===== src/fci_pkg.sv =====
// ----------------------------------------------------------------------------
// fci_pkg
// Shared types and constants for the fan curve interpolator.
// ----------------------------------------------------------------------------
package fci_pkg;

  localparam int unsigned MAX_POINTS = 8;
  localparam int unsigned CNT_W      = 4;
  localparam int unsigned SEG_W      = 3;
  localparam int unsigned TEMP_W     = 12;
  localparam int unsigned DUTY_W     = 15;
  localparam int unsigned Y_W        = 9;
  localparam int unsigned ACC_W      = 23;
  localparam int unsigned NUM_W      = 28;
  localparam int unsigned DIV_W      = 13;
  localparam int unsigned STEP_W     = 4;

  localparam logic [CNT_W-1:0]  MAX_CNT    = CNT_W'(MAX_POINTS);
  localparam logic [DUTY_W-1:0] FULL_SCALE = DUTY_W'(25600);
  localparam logic [STEP_W-1:0] DIV_STEPS  = STEP_W'(DUTY_W);
  localparam logic signed [Y_W-1:0] Y_FULL = Y_W'(100);

  localparam logic [1:0] REG_POINT_COUNT  = 2'd0;
  localparam logic [1:0] REG_CURVE_TEMPS  = 2'd1;
  localparam logic [1:0] REG_CURVE_SPEEDS = 2'd2;

  typedef enum logic [2:0] {
    ST_IDLE,
    ST_SEARCH,
    ST_MUL1,
    ST_MUL2,
    ST_PREP,
    ST_DIV,
    ST_DONE
  } state_e;

endpackage


===== src/fan_curve_interpolator.sv =====
// ----------------------------------------------------------------------------
// fan_curve_interpolator
// Piecewise linear fan curve evaluation over up to eight configured points.
// ----------------------------------------------------------------------------
// sequence: segment search, multiply steps ST_MUL1 and ST_MUL2 on the shared
//   multiplier, set-up, bit-serial divide, result; no bracketing segment, a flat
//   one or a non-positive product skips ahead to the result
// a new word is taken only in idle; busy_o stays high through the result strobe
// the result strobe done_o lasts one cycle and cannot be stalled
// reset: asynchronous, clears the sequencer and the curve registers
module fan_curve_interpolator
  import fci_pkg::*;
(
  input  logic              clk_i,
  input  logic              rst_ni,
  input  logic              start_i,
  output logic              busy_o,
  input  logic [TEMP_W-1:0] temperature_i,
  output logic              done_o,
  output logic [DUTY_W-1:0] fan_duty_o,
  output logic              in_range_o,
  input  logic              cfg_valid_i,
  output logic              cfg_ready_o,
  input  logic [1:0]        cfg_index_i,
  input  logic [63:0]       cfg_data_i
);

  state_e state_q, state_d;

  logic [CNT_W-1:0]  count_q;
  logic [63:0]       temps_q, speeds_q;
  logic [TEMP_W-1:0] t_q, t_d;
  logic [SEG_W-1:0]  seg_q, seg_d;
  logic signed [ACC_W-1:0] acc_q, acc_d;
  logic [TEMP_W-1:0] dw_q, dw_d;
  logic [DIV_W-1:0]  rem_q, rem_d;
  logic [DUTY_W-1:0] qp_q, qp_d;
  logic [STEP_W-1:0] step_q, step_d;
  logic [DUTY_W-1:0] duty_q, duty_d;
  logic              inr_q, inr_d;

  // segment end points
  logic [SEG_W-1:0]  seg_nx;
  logic [7:0]        tb1, tb2, sb1, sb2;
  logic [TEMP_W-1:0] x1, x2, da, db, dx;
  logic signed [Y_W-1:0] y1, y2;
  logic [CNT_W-1:0]  n_pts;
  logic              seg_ok, bracket;

  // shared multiplier
  logic signed [Y_W-1:0]     mul_y;
  logic signed [TEMP_W:0]    mul_x;
  logic signed [ACC_W-1:0]   mul_p;

  // divider
  logic [NUM_W-1:0]  num;
  logic [DIV_W-1:0]  dvs;
  logic [DIV_W:0]    trial;
  logic              q_bit;

  assign seg_nx = seg_q + SEG_W'(1);
  assign tb1 = temps_q[{seg_q, 3'b000} +: 8];
  assign tb2 = temps_q[{seg_nx, 3'b000} +: 8];
  assign sb1 = speeds_q[{seg_q, 3'b000} +: 8];
  assign sb2 = speeds_q[{seg_nx, 3'b000} +: 8];
  assign x1  = {tb1, 4'b0000};
  assign x2  = {tb2, 4'b0000};
  assign y1  = Y_FULL - $signed({1'b0, sb1});
  assign y2  = Y_FULL - $signed({1'b0, sb2});
  assign da  = x2 - t_q;
  assign db  = t_q - x1;
  assign dx  = x2 - x1;

  assign n_pts   = (count_q > MAX_CNT) ? MAX_CNT : count_q;
  assign seg_ok  = ({1'b0, seg_q} + CNT_W'(1)) < n_pts;
  assign bracket = (x1 <= t_q) && (t_q <= x2);

  assign mul_y = (state_q == ST_MUL1) ? y1 : y2;
  assign mul_x = (state_q == ST_MUL1) ? $signed({1'b0, da}) : $signed({1'b0, db});
  assign mul_p = ACC_W'(mul_y * mul_x);

  assign num   = {acc_q[NUM_W-10:0], 9'b0} + NUM_W'(dw_q);
  assign dvs   = {dw_q, 1'b0};
  assign trial = {rem_q, qp_q[DUTY_W-1]};
  assign q_bit = trial >= {1'b0, dvs};

  always_ff @(posedge clk_i or negedge rst_ni) begin
    if (!rst_ni) begin
      state_q  <= ST_IDLE;
      count_q  <= '0;
      temps_q  <= '0;
      speeds_q <= '0;
    end else begin
      state_q <= state_d;
      if (cfg_valid_i && cfg_ready_o) begin
        case (cfg_index_i)
          REG_POINT_COUNT:  count_q  <= cfg_data_i[CNT_W-1:0];
          REG_CURVE_TEMPS:  temps_q  <= cfg_data_i;
          REG_CURVE_SPEEDS: speeds_q <= cfg_data_i;
          default: ;
        endcase
      end
    end
  end

  always_ff @(posedge clk_i) begin
    t_q    <= t_d;
    seg_q  <= seg_d;
    acc_q  <= acc_d;
    dw_q   <= dw_d;
    rem_q  <= rem_d;
    qp_q   <= qp_d;
    step_q <= step_d;
    duty_q <= duty_d;
    inr_q  <= inr_d;
  end

  always_comb begin
    state_d = state_q;
    t_d     = t_q;
    seg_d   = seg_q;
    acc_d   = acc_q;
    dw_d    = dw_q;
    rem_d   = rem_q;
    qp_d    = qp_q;
    step_d  = step_q;
    duty_d  = duty_q;
    inr_d   = inr_q;
    case (state_q)
      ST_IDLE: begin
        if (start_i) begin
          t_d     = temperature_i;
          seg_d   = '0;
          state_d = ST_SEARCH;
        end
      end
      ST_SEARCH: begin
        if (!seg_ok) begin
          duty_d  = '0;
          inr_d   = 1'b0;
          state_d = ST_DONE;
        end else if (bracket) begin
          inr_d = 1'b1;
          dw_d  = dx;
          if (dx == '0) begin
            // flat segment takes its first value
            duty_d  = (y1 <= 0) ? '0 : DUTY_W'({y1[Y_W-2:0], 8'b0});
            state_d = ST_DONE;
          end else begin
            state_d = ST_MUL1;
          end
        end else begin
          seg_d = seg_nx;
        end
      end
      ST_MUL1: begin
        acc_d   = mul_p;
        state_d = ST_MUL2;
      end
      ST_MUL2: begin
        acc_d   = acc_q + mul_p;
        state_d = ST_PREP;
      end
      ST_PREP: begin
        if (acc_q <= 0) begin
          duty_d  = '0;
          state_d = ST_DONE;
        end else begin
          rem_d   = num[NUM_W-1:DUTY_W];
          qp_d    = num[DUTY_W-1:0];
          step_d  = '0;
          state_d = ST_DIV;
        end
      end
      ST_DIV: begin
        rem_d  = q_bit ? DIV_W'(trial - {1'b0, dvs}) : trial[DIV_W-1:0];
        qp_d   = {qp_q[DUTY_W-2:0], q_bit};
        step_d = step_q + STEP_W'(1);
        if (step_q == DIV_STEPS - STEP_W'(1)) begin
          duty_d  = (qp_d > FULL_SCALE) ? FULL_SCALE : qp_d;
          state_d = ST_DONE;
        end
      end
      ST_DONE: begin
        state_d = ST_IDLE;
      end
      default: begin
        state_d = ST_IDLE;
      end
    endcase
  end

  assign busy_o      = state_q != ST_IDLE;
  assign done_o      = state_q == ST_DONE;
  assign fan_duty_o  = duty_q;
  assign in_range_o  = inr_q;
  assign cfg_ready_o = 1'b1;

  a_start_busy : assert property (@(posedge clk_i) disable iff (!rst_ni)
    (start_i && !busy_o) |=> busy_o)
    else $error("accepted word did not raise busy");

  a_done_idle : assert property (@(posedge clk_i) disable iff (!rst_ni)
    done_o |=> !busy_o && !done_o)
    else $error("result strobe not followed by idle");

  a_miss_zero : assert property (@(posedge clk_i) disable iff (!rst_ni)
    (done_o && !in_range_o) |-> (fan_duty_o == '0))
    else $error("out of range result not zero");

  a_duty_max : assert property (@(posedge clk_i) disable iff (!rst_ni)
    done_o |-> (fan_duty_o <= FULL_SCALE))
    else $error("duty above full scale");

endmodule


===== config.mk =====
export PLATFORM = sky130hd
export DESIGN_NAME = fan_curve_interpolator
export DESIGN_NICKNAME = d
export VERILOG_FILES = /design/src/fci_pkg.sv /design/src/fan_curve_interpolator.sv
export SDC_FILE = /design/constraint.sdc
export NUM_CORES = 1
export LEC_CHECK = 0
export BUFFER_PORTS_ARGS = -buffer_cell sky130_fd_sc_hd__buf_2
export CORE_MARGIN = 1
export CORE_UTILIZATION = 60
export DETAILED_ROUTE_END_ITERATION = 8
export GPL_TIMING_DRIVEN = 0
export PLACE_DENSITY = 0.82
export SLEW_MARGIN = 20
export SYNTH_ARGS = -nofsm -noshare
export SYNTH_HDL_FRONTEND = slang
export SYNTH_SLANG_ARGS = --single-unit

===== constraint.sdc =====
create_clock -name clk_i -period 13.5 [get_ports clk_i]
set_input_delay 0.675 -clock clk_i [delete_from_list [all_inputs] [get_ports clk_i]]
set_output_delay 0.675 -clock clk_i [all_outputs]
set_load 0.02 [all_outputs]

; ---- Word level (Yosys, flattened, before mapping)
; Cells that the tools add are included.
; W data, S select, Z words.
[word_totals]
ramBits = 0
latchBits = 0
regBits = 233
n_memories = 0
out_inout_bits = 19
mem_bits_ro = 0
[classes]
shifts = 4
bitwise_logic = 0
add_sub_neg = 11
muxes = 31
n_mul = 1
n_div = 0
eq_ne = 18
magnitude_cmp = 8
reduce_logical = 19
[ops]
columns = op, n
row1 = $shiftx A64 B7 Y8, 4
row2 = $mux W15, 8
row3 = $pmux W23 S2, 1
row4 = $pmux W15 S3, 1
row5 = $sub A12 B12 Y12, 3
row6 = $pmux W15 S2, 1
row7 = $add A28 B12 Y28, 1
row8 = $mux W13, 2
row9 = $pmux W13 S2, 1
row10 = $le A12 B12 Y1, 2
row11 = $mux W3, 8
row12 = $add A23 B22 Y23, 1
row13 = $le A23 B1 Y1 const B, 1
row14 = $mul A9 B13 Y22, 1
row15 = $pmux W3 S6, 1
row16 = $sub A7 B8 Y9 const A, 2
row17 = $gt A15 B15 Y1 const B, 1
row18 = $ge A14 B13 Y1, 1
row19 = $sub A13 B13 Y13, 1
row20 = $logic_not A12 Y1, 1
row21 = $mux W12, 1
row22 = $ne A2 B2 Y1 const B, 6
row23 = $reduce_and A2 Y1, 6
row24 = $eq A3 B3 Y1 const B, 3
row25 = other kinds (27), 34

; ---- Depth between registers and ports, before layout
; Gate-level depths: netlist of run 1.
[depth]
depth_word = 8
depth_mapped = 41

; ---- Least setup slack after synthesis of run 1
; Ideal clock, no wire load.
[synth_timing]
path_kind = reg-to-reg
from = register seg_q[0]
to = register acc_q[20] (data pin)
n_path_buf = 4
synth_period_minus_slack_ns = 9.588
required_time_ns = 13.240
setup_time_ns = 0.260
arrival_ns = 9.329
stages_incl_launch_ff = 37
path_slack_ns = 3.912
path_cell_list = edfxtp_1 ha_1 clkbuf_1 buf_2 buf_1 clkbuf_1 mux4_2 mux2i_1 inv_1 ha_1 a41oi_1 o21bai_1 a2111o_1 a41oi_1 mux2i_1 a31oi_1 nand2b_1 fa_1 inv_1 fa_1 fa_1 fa_1 ha_1 ha_1 or3_1 o21ai_0 nor2_1 xnor2_1 ha_1 a21o_1 a21o_1 a21oi_1 o21bai_1 a211oi_1 a211o_1 xnor2_1 mux2_2
[synth_via]
elab_chain_cells = 7
[synth_rtl]
columns = item, line_no
row1 = from (decl), fan_curve_interpolator.sv:33  ; logic [SEG_W-1:0] seg_q, seg_d;
row2 = from (signal assigned), fan_curve_interpolator.sv:108  ; seg_q <= seg_d;
row3 = $add A3 B1 Y3 (*), fan_curve_interpolator.sv:61  ; assign seg_nx = seg_q + SEG_W'(1);
row4 = named net seg_nx[1], fan_curve_interpolator.sv:43  ; logic [SEG_W-1:0] seg_nx;
row5 = $shiftx A64 B7 Y8 (on tied branches), "fan_curve_interpolator.sv:63, fan_curve_interpolator.sv:65"
row6 = $sub A12 B12 Y12 or $sub A7 B8 Y9 (tied branches), "fan_curve_interpolator.sv:70, fan_curve_interpolator.sv:69"
row7 = $mux W12 or $mux W9 (tied branches), "fan_curve_interpolator.sv:79, fan_curve_interpolator.sv:78"
row8 = $mul A9 B13 Y22 (*), fan_curve_interpolator.sv:80  ; assign mul_p = ACC_W'(mul_y * mul_x);
row9 = $add A23 B22 Y23, fan_curve_interpolator.sv:161  ; acc_d = acc_q + mul_p;
row10 = $pmux W23 S2 (*), fan_curve_interpolator.sv:129  ; case (state_q)
row11 = named net acc_d[20], fan_curve_interpolator.sv:34  ; logic signed [ACC_W-1:0] acc_q, acc_d;
row12 = to (signal assigned), fan_curve_interpolator.sv:109  ; acc_q <= acc_d;
row13 = to (decl), fan_curve_interpolator.sv:34
; The timed path passes the listed nets; every way through them passes the cells marked *.
; A chain may end at the register's enable or synchronous reset.

; ---- Worst setup path after layout of run 1
[layout_timing]
from = register seg_q[0]
to = register acc_q[22] (data pin)
; Same word-level chain as after synthesis.

==> impl_metrics.csv, run 1 <==
group,metric,value,unit
grt,antenna_found_initial,0,
die,io_pins,101,
clock_network,cts.sinks,229,
worst_setup_path,critPathCaptureType,"flip-flop",
worst_setup_path,cp_slowest_cell,"clkbuf_1",
min_path,hp-class,"in2async",
synthesis,synth_top_family_by_area,"multiplexers",
synthesis,ys_top_cells_by_count,"mux2_2, nor2_1, dfrtp_1",
sta,rsz0062_at_grt,"false",
worst_setup_path,ff2ff_setup_slack,1210,ps
grt,grt_pass1_vias,13810,
run_status,outcome,"complete, no violations",
synthesis,synth_compound_area_share,8.649,%
synthesis,synth_adder_area_share,17.61,%
worst_setup_path,path_class,"reg2reg",
sta,slew_violations,0,
route,drcViolationCount,0,
worst_setup_path,worst_setup_path_start_kind,"flip-flop",
worst_setup_path,worstPathMaxFanout,10,
layout,antenna_cells,0,
sta,setup_viol,0,
synthesis,synth_mux_area_share,19.43,%
route,top_layer,"met4",
synthesis,syn_nets,1883,
synthesis,ys.warnings.count,0,
placement,dp_hpwl,36460,um
sta,relSlewSlack,35.28,%
synthesis,synth_top_area_share,19.05,%
run,drv_cap,0,
worst_setup_path,crit_path_max_incr_delay,720,ps
synthesis,yosys.area_share.simple,10.85,%
synthesis,yosysTopAreaCell,"dfrtp_1",
synthesis,async_flop_share,58.95,%
sta,fin_skew,15.52,ps
layout,drive_above_1_share,21.31,%
worst_setup_path,cp.arrival,12580,ps
die,die_height,173.9,um
placement,gp_congestion,0.9390,
clock_network,cts_root_buffer,"clkbuf_16",
grt,grt_overflow_total,0,
synthesis,synth_area,17740,um2
route,first_iter_violations,1119,
clock_network,ctsHtreeMaxLevel,1,
clock_network,cts_max_path_buffers,3,
sta,setup_tns,0,ps
worst_setup_path,cp.required,13780,ps
clock_network,holdBufCountCts,0,
route,ant_nets,0,
die,fp.dieArea,30250,um2
synthesis,synth_edf_count,94,
synthesis,synth_seq_cells,229,
clock_network,clk_latency,550,ps
sta,hold_viol_final,0,
route,vias,13370,
clock_network,cts_inserted_buffers,25,
synthesis,syn-instance-count,1597,
synthesis,synthFlopType,"dfrtp_1",
route,firstDrtPassIters,5,
worst_setup_path,cpMostUsedCell,"ha_1",
route,wl_met3,3525,um
synthesis,avgSynthCellArea,11.11,um2
grt,track_usage,31.77,%
synthesis,yosysMostFrequentCell,"mux2_2",
die,core_area,28860,um2
route,wl,46820,um
synthesis,ys_top_cells_by_area,"dfrtp_1, edfxtp_1, ha_1",
sta,min_period,12290,ps
clock_network,cts_tree,"yes",
synthesis,synth_xor_xnor_area_share,4.437,%
placement,io_buffers,99,
sta,fin_crit_sh,91.05,%
route,wl_per_cell,21.98,um
route,wl_met1,18530,um
sta,fmaxAchievable,81.35,MHz
die,start_util,61.46,%
layout,fillCellCount,2111,
clock_network,ctsResizeCount,0,
synthesis,synth.distinct_cells,70,
layout,syn2layout_area_growth,10.76,%
clock_network,post_cts_buffers,0,
die,fp.dieW,173.9,um
die,fp-row-count,62,
grt,grt_pass1_wl,74490,um
clock_network,clk_pin_slew,60,ps
route,dr_wl_met2,22240,um
sta,tightest_slew,970.8,ps
layout,fin_nets,2014,
route,detail_route.vias_per_cell,6.278,
layout,postLayoutCoreUtil,68.07,%
grt,grt_max_degree,70,
synthesis,synth_seq_area_share,34.96,%
routing by layer:
metal  global-route usage [%]  vias up
li1                         -     5982
met1                    40.58     6589
met2                    52.77      636
met3                    5.293      165
met4                    15.57        0
met5                        0        -
cell usage in the layout (no fill, tap or decap), types with 8 or more instances in the layout:
cell         n
nand2_1    125
clkbuf_1    43
o21ai_0     73
xnor2_1     56
edfxtp_1    94
mux2i_1     36
nand3_1     16
nor2b_1     18
buf_2      110
nor4_1       9
dfrtp_1    135
mux4_2      55
nor3_1      21
xor2_1      32
and2_1      15
a21o_1      23
inv_1      120
a211oi_1     8
clkbuf_16   25
mux4_1       9
o21a_1      16
o21bai_1    11
mux2_2     139
nand2b_1    21
a21oi_1     54
fa_1        76
and3_1      18
nor2_1     138
ha_1       128
worst paths after layout:
check                                            start                        to  cells after the start
worst max-delay path            seg_q[0]$_SDFFCE_PN0P_       acc_q[22]$_DFFE_PP_                     36
worst min-delay path                            rst_ni   temps_q[22]$_DFFE_PN0P_                      1
worst max register to register  seg_q[0]$_SDFFCE_PN0P_       acc_q[22]$_DFFE_PP_                     36
worst min register to register  count_q[2]$_DFFE_PN0P_    count_q[2]$_DFFE_PN0P_                      1
max in group asynchronous                       rst_ni  speeds_q[40]$_DFFE_PN0P_                      2
min in group clk_i                    temperature_i[4]          t_q[4]$_DFFE_PP_                      1
worst max-delay path: cells and delay by family, from the launching register on:
kind / cells / cell delay (ps)
mux: 4 / 1000
xor+xnor: 3 / 580
simple gates: 4 / 420
fa+ha+maj: 9 / 3850
buf+inv: 5 / 2300
compound gates: 11 / 3280
flops: 1 / 560
metrics by stage:
| step | hold slack (ps) | instances | area, um2 | worst slack [ps] |
|---|---|---|---|---|
| floorplan | 379.4 | 1597 | 17740 | 3912 |
| global placement | 495.1 | 2080 | 18710 | 1718 |
| detailed placement | 497.0 | 2085 | 18840 | 1485 |
| CTS | 65.12 | 2130 | 19640 | 1341 |
| global route | 99.17 | 2130 | 19640 | 745.0 |
| finish | 50.27 | 2130 | 19640 | 1208 |
area by class of cell:
class / instances / area [um2] / share of cell area (%)
multi-input combinational: 1189 / 10850 / 55.24
inverter: 121 / 454.2 / 2.312
clock buffer: 35 / 723.2 / 3.682
clock inverter: 10 / 77.57 / 0.3949
timing repair buffer: 104 / 593.1 / 3.019
sequential: 229 / 6201 / 31.57
tap: 384 / 480.5 / 2.446
buffer: 58 / 264.0 / 1.344
registers in the layout, indices dropped and copies added, names as in the netlist:
register,count
in_range_o,1
qp_q,15
dw_q,8
acc_q,23
rem_q,13
count_q,4
state_q,3
step_q,4
speeds_q,64
seg_q,3
fan_duty_o,15
t_q,12
temps_q,64
cell families (layout without fill, tap and decap cells):
kind of cell,Yosys count,in the layout
simple gates,414,414
mux,241,241
compound gates,240,240
flops,229,229
fa+ha+maj,204,204
buf+inv,179,328
xor+xnor,89,89
other cells,1,1
Power of run 1 is left out: the tool's default activity adds up to more than one toggle a clock period on the data nets, which glitch-free logic cannot reach.
==> inputs of run 2 (changes only) <==
==> constraint.sdc (replaced) <==
create_clock -name clk_i -period 11.5 [get_ports clk_i]
set_input_delay 0.575 -clock clk_i [delete_from_list [all_inputs] [get_ports clk_i]]
set_output_delay 0.575 -clock clk_i [all_outputs]
set_load 0.02 [all_outputs]
==> impl_metrics.csv, run 2 (synthesis gave the netlist of run 1 again) <==
group,metric,value,unit
run_status,outcome,"complete, no violations",
layout,final_cell_mix,"mux2_2, nor2_1, dfrtp_1",
worst_setup_path,worst_setup_path_start_kind,"flip-flop",
placement,dp_hpwl,36460,um
min_path,hp-class,"in2reg",
worst_setup_path,crit_path_max_incr_delay,570,ps
layout,fillCellCount,2108,
die,fp.dieArea,30250,um2
worst_setup_path,timing.rr.end,"acc_q[22]$_DFFE_PP_",
route,detail_route.vias_per_cell,6.274,
layout,syn2layout_area_growth,10.91,%
grt,grt_max_degree,70,
route,drcViolationCount,0,
clock_network,post_cts_buffers,0,
placement,dp_cells,2085,
sta,hold_viol_final,0,
die,fp.dieW,173.9,um
die,fp-row-count,62,
min_path,hold_depth,1,
worst_setup_path,cp.arrival,11330,ps
die,io_pins,101,
layout,fin_nets,2014,
layout,final_common_cell,"mux2_2",
sta,fin_skew,17.48,ps
sta,slew_violations,0,
grt,track_usage,31.68,%
layout,drive_above_1_share,21.71,%
grt,grt_pass1_wl,74260,um
clock_network,cts_inserted_buffers,25,
grt,grt_pass1_vias,13830,
layout,layout.cells.non_filler,2130,
min_path,min_to,"t_q[4]$_DFFE_PP_",
route,first_iter_violations,1059,
clock_network,ctsHtreeMaxLevel,1,
die,start_util,61.46,%
sta,setup_viol,0,
grt,antenna_found_initial,0,
route,wl_per_cell,21.89,um
worst_setup_path,reg2reg_depth,35,
sta,relSlewSlack,36.03,%
route,firstDrtPassIters,5,
die,core_area,28860,um2
min_path,min_from,"temperature_i[4]",
worst_setup_path,worstReg2RegStart,"seg_q[0]$_SDFFCE_PN0P_",
clock_network,cts.sinks,229,
clock_network,clk_latency,560,ps
route,vias,13360,
grt,grt_overflow_total,0,
layout,antenna_cells,0,
sta,tightest_slew,959.5,ps
sta,rsz0062_at_grt,"false",
worst_setup_path,cp.required,11780,ps
clock_network,clk_pin_slew,60,ps
route,ant_nets,0,
sta,fmaxAchievable,90.51,MHz
placement,io_buffers,99,
placement,gp_congestion,0.9390,
clock_network,cts_max_path_buffers,3,
sta,fin_crit_sh,96.07,%
sta,min_period,11050,ps
clock_network,cts_root_buffer,"clkbuf_16",
run,drv_cap,0,
route,wl,46630,um
clock_network,cts_tree,"yes",
worst_setup_path,cp_slowest_cell,"edfxtp_1",
worst_setup_path,critPathCaptureType,"flip-flop",
worst_setup_path,worstPathMaxFanout,10,
worst_setup_path,path_class,"reg2reg",
worst_setup_path,ff2ff_setup_slack,450,ps
layout,reg_top3,"speeds_q: 64 flops, temps_q: 64 flops, acc_q: 23 flops",
die,die_height,173.9,um
run 2: stage by stage:
step	utilization (%)	hold WS [ps]	setup TNS [ps]	setup slack [ps]	area, um2
2_1_floorplan	-	279.4	0	1912	17740
3_3_place_gp	64.84	495.1	-566.1	-281.7	18710
3_5_place_dp	65.29	497.0	-1232	-515.5	18840
4_1_cts	68.13	187.4	0	142.6	19660
5_1_grt	68.17	184.7	0	0.9646	19670
6_report	68.17	199.0	0	451.5	19670
run 2: repair_timing:
action	CTS	global route
endpoints found under the setup margin	5	5
gates resized for setup	4	6
hold buffers	1	0
endpoints found under the hold margin	66	0
run 2: worst max-delay path by stage:
stage | startpoint | end | slack [ps] | cells after the start
after global routing | seg_q[0]$_SDFFCE_PN0P_ | acc_q[22]$_DFFE_PP_ | 1 | 35
after floorplan | seg_q[0]$_SDFFCE_PN0P_ | acc_q[20]$_DFFE_PP_ | 1910 | 36
final | seg_q[0]$_SDFFCE_PN0P_ | acc_q[22]$_DFFE_PP_ | 450 | 35
after global placement | seg_q[0]$_SDFFCE_PN0P_ | acc_q[22]$_DFFE_PP_ | -280 | 36
after CTS | seg_q[0]$_SDFFCE_PN0P_ | acc_q[22]$_DFFE_PP_ | 140 | 36
after detailed placement | seg_q[0]$_SDFFCE_PN0P_ | acc_q[22]$_DFFE_PP_ | -520 | 36
run 2: cell type report:
cell class	count	area, um2	share of cell area [%]
multi-input combinational	1189	10860	55.23
sequential	229	6201	31.52
clock buffer	35	723.2	3.676
timing repair buffer	105	603.1	3.066
tap	384	480.5	2.442
inverter	121	454.2	2.309
buffer	57	267.8	1.361
clock inverter	10	77.57	0.3944
run 2: critical path: cells and delay by family, from the launching register on:
kind            cells  cell delay [ps]
simple gates        5              770
flops               1              570
xor+xnor            3              580
fa+ha+maj           8             3420
mux                 3              910
compound gates     11             2610
buf+inv             5             1880
run 2: routing by layer:
metal | up-vias | wire length, um | share of wire [%] | GRT usage (%)
met5 | - | 0 | 0 | 0
met4 | 0 | 2592 | 5.6 | 15.83
met3 | 165 | 3327 | 7.1 | 5.381
li1 | 5979 | - | - | -
met1 | 6623 | 18410 | 39 | 40.23
met2 | 596 | 22300 | 48 | 52.65
Power of run 2 is left out for the same reason.
==> inputs of run 3 (changes only) <==
--- a/config.mk
+++ b/config.mk
@@ -7,10 +7,11 @@
 export LEC_CHECK = 0
 export BUFFER_PORTS_ARGS = -buffer_cell sky130_fd_sc_hd__buf_2
 export CORE_MARGIN = 1
-export CORE_UTILIZATION = 60
+export CORE_UTILIZATION = 40
 export DETAILED_ROUTE_END_ITERATION = 8
 export GPL_TIMING_DRIVEN = 0
-export PLACE_DENSITY = 0.82
+export PLACE_DENSITY = 0.61
+export RECOVER_POWER = 25
 export SLEW_MARGIN = 20
 export SYNTH_ARGS = -nofsm -noshare
 export SYNTH_HDL_FRONTEND = slang
==> constraint.sdc (replaced) <==
create_clock -name clk_i -period 9.85 [get_ports clk_i]
set_input_delay 0.4925 -clock clk_i [delete_from_list [all_inputs] [get_ports clk_i]]
set_output_delay 0.4925 -clock clk_i [all_outputs]
set_load 0.02 [all_outputs]
==> impl_metrics.csv, run 3 (synthesis gave the netlist of run 1 again) <==
group,metric,value,unit
run_status,outcome,"complete, but fails checks",
run_status,violations,"max-capacitance violations, max-slew violations",
layout,reg_top3,"speeds_q: 64 flops, temps_q: 64 flops, acc_q: 23 flops",
worst_setup_path,worst_setup_path_start_kind,"flip-flop",
layout,syn2layout_area_growth,14.99,%
route,vias,12880,
sta,min_period,9553,ps
layout,final_cell_mix,"mux2_2, nor2_1, dfrtp_1",
die,start_util,40.90,%
route,detail_route.vias_per_cell,5.491,
sta,fin_crit_sh,96.99,%
route,wl,48010,um
route,ant_nets,0,
route,first_iter_violations,649,
sta,slew_violations,138,
clock_network,ctsHtreeMaxLevel,1,
die,die_height,212.6,um
clock_network,cts_root_buffer,"clkbuf_16",
sta,fin_ws,296.6,ps
layout,antenna_cells,0,
worst_setup_path,critPathCaptureType,"flip-flop",
die,fp.dieW,212.6,um
clock_network,clk_pin_slew,60,ps
placement,io_buffers,99,
sta,tightest_slew,5346,ps
sta,setup_viol,0,
worst_setup_path,worstReg2RegStart,"seg_q[0]$_SDFFCE_PN0P_",
route,drcViolationCount,0,
run,drv_cap,2,
worst_setup_path,crit_path_max_incr_delay,520,ps
grt,antenna_found_initial,0,
clock_network,cts_inserted_buffers,27,
clock_network,cts_max_path_buffers,3,
layout,postLayoutCoreUtil,47.03,%
worst_setup_path,cp_slowest_cell,"fa_1",
layout,drive_above_1_share,24.13,%
worst_setup_path,path_class,"reg2reg",
route,firstDrtPassIters,5,
placement,gp_congestion,0.8683,
worst_setup_path,critical_path.startpoint,"seg_q[0]$_SDFFCE_PN0P_",
grt,grt_overflow_total,0,
worst_setup_path,cpMostUsedCell,"fa_1",
grt,grt_pass1_vias,13210,
die,fp.dieArea,45190,um2
placement,dp_hpwl,37710,um
sta,relSlewSlack,-256.4,%
min_path,hp-class,"in2reg",
clock_network,clk_latency,550,ps
sta,fin_skew,9.039,ps
sta,setup_tns,0,ps
grt,track_usage,21.88,%
worst_setup_path,cp.arrival,9860,ps
worst_setup_path,cp.buffers_inverters,5,
layout,final_common_cell,"mux2_2",
die,core_area,43360,um2
clock_network,cts_tree,"yes",
die,fp-row-count,76,
worst_setup_path,cp_top_family,"adder cells",
route,wl_per_cell,20.46,um
clock_network,cts.sinks,229,
placement,pre_cts_slack,-2397,ps
worst_setup_path,worstPathMaxFanout,10,
sta,fmaxAchievable,104.7,MHz
layout,fin_nets,2026,
sta,hold_viol_final,0,
min_path,min_from,"temperature_i[0]",
die,io_pins,101,
worst_setup_path,cp.required,10150,ps
grt,grt_max_degree,100,
grt,grt_pass1_wl,74790,um
==> run 3: cell types whose count changed in the layout (fill, tap and decap cells not counted), sizes merged <==
cell / previous run / this run
buf: 120 / 132
bufinv: 0 / 2
clkbuf: 76 / 75
clkinv: 5 / 10
clkinvlp: 1 / 2
inv: 125 / 121
==> run 3: repair_timing <==
item	CTS	global route
endpoints found under the hold margin	36	0
setup endpoints to repair	14	7
setup buffers	4	9
pin swaps	1	9
hold buffers	1	0
resized for setup	44	45
==> run 3: routing by layer <==
| metal | up-vias | routed length (um) | share of wire (%) | GRT usage [%] |
|---|---|---|---|---|
| met5 | - | 0 | 0 | 0 |
| met3 | 82 | 2949 | 6.1 | 3.944 |
| met4 | 0 | 1667 | 3.5 | 7.616 |
| met1 | 6392 | 21360 | 44 | 29.50 |
| li1 | 6017 | - | - | - |
| met2 | 391 | 22030 | 46 | 35.33 |
==> run 3: final timing paths <==
path	end	slack [ps]	depth (start not counted)
setup / recovery	acc_q[20]$_DFFE_PP_	300	37
hold / removal	t_q[0]$_DFFE_PP_	120	1
setup reg to reg	acc_q[20]$_DFFE_PP_	300	37
hold reg to reg	count_q[2]$_DFFE_PN0P_	510	1
max in group asynchronous	count_q[2]$_DFFE_PN0P_	2890	3
min in group asynchronous	speeds_q[22]$_DFFE_PN0P_	1040	2
==> run 3: per-stage QoR <==
step,cells,hold WS (ps),instance area (um2)
4_1_cts,2337,86.55,20180
3_5_place_dp,2286,386.9,19090
6_report,2346,116.3,20390
2_1_floorplan,1597,196.9,17740
5_1_grt,2346,95.21,20390
3_3_place_gp,2281,497.9,18960
==> run 3: cell type report <==
type,count,area (um2)
fillers,4038,22970
plain buffers,54,327.8
repair buffers,118,675.6
inverters,121,454.2
clock buffers,36,760.7
flip-flops and latches,229,6201
clock inverters,14,127.6
well taps,585,732.0
multi-input cells,1189,11120
==> run 3: worst reg2reg max path, delay by kind of cell, from the launching register on <==
kind	cells	cell delay (ps)
flops	1	480
fa+ha+maj	9	3630
xor+xnor	3	480
simple gates	7	1250
compound gates	10	1940
mux	3	850
buf+inv	5	710
Power of run 3 is left out for the same reason.
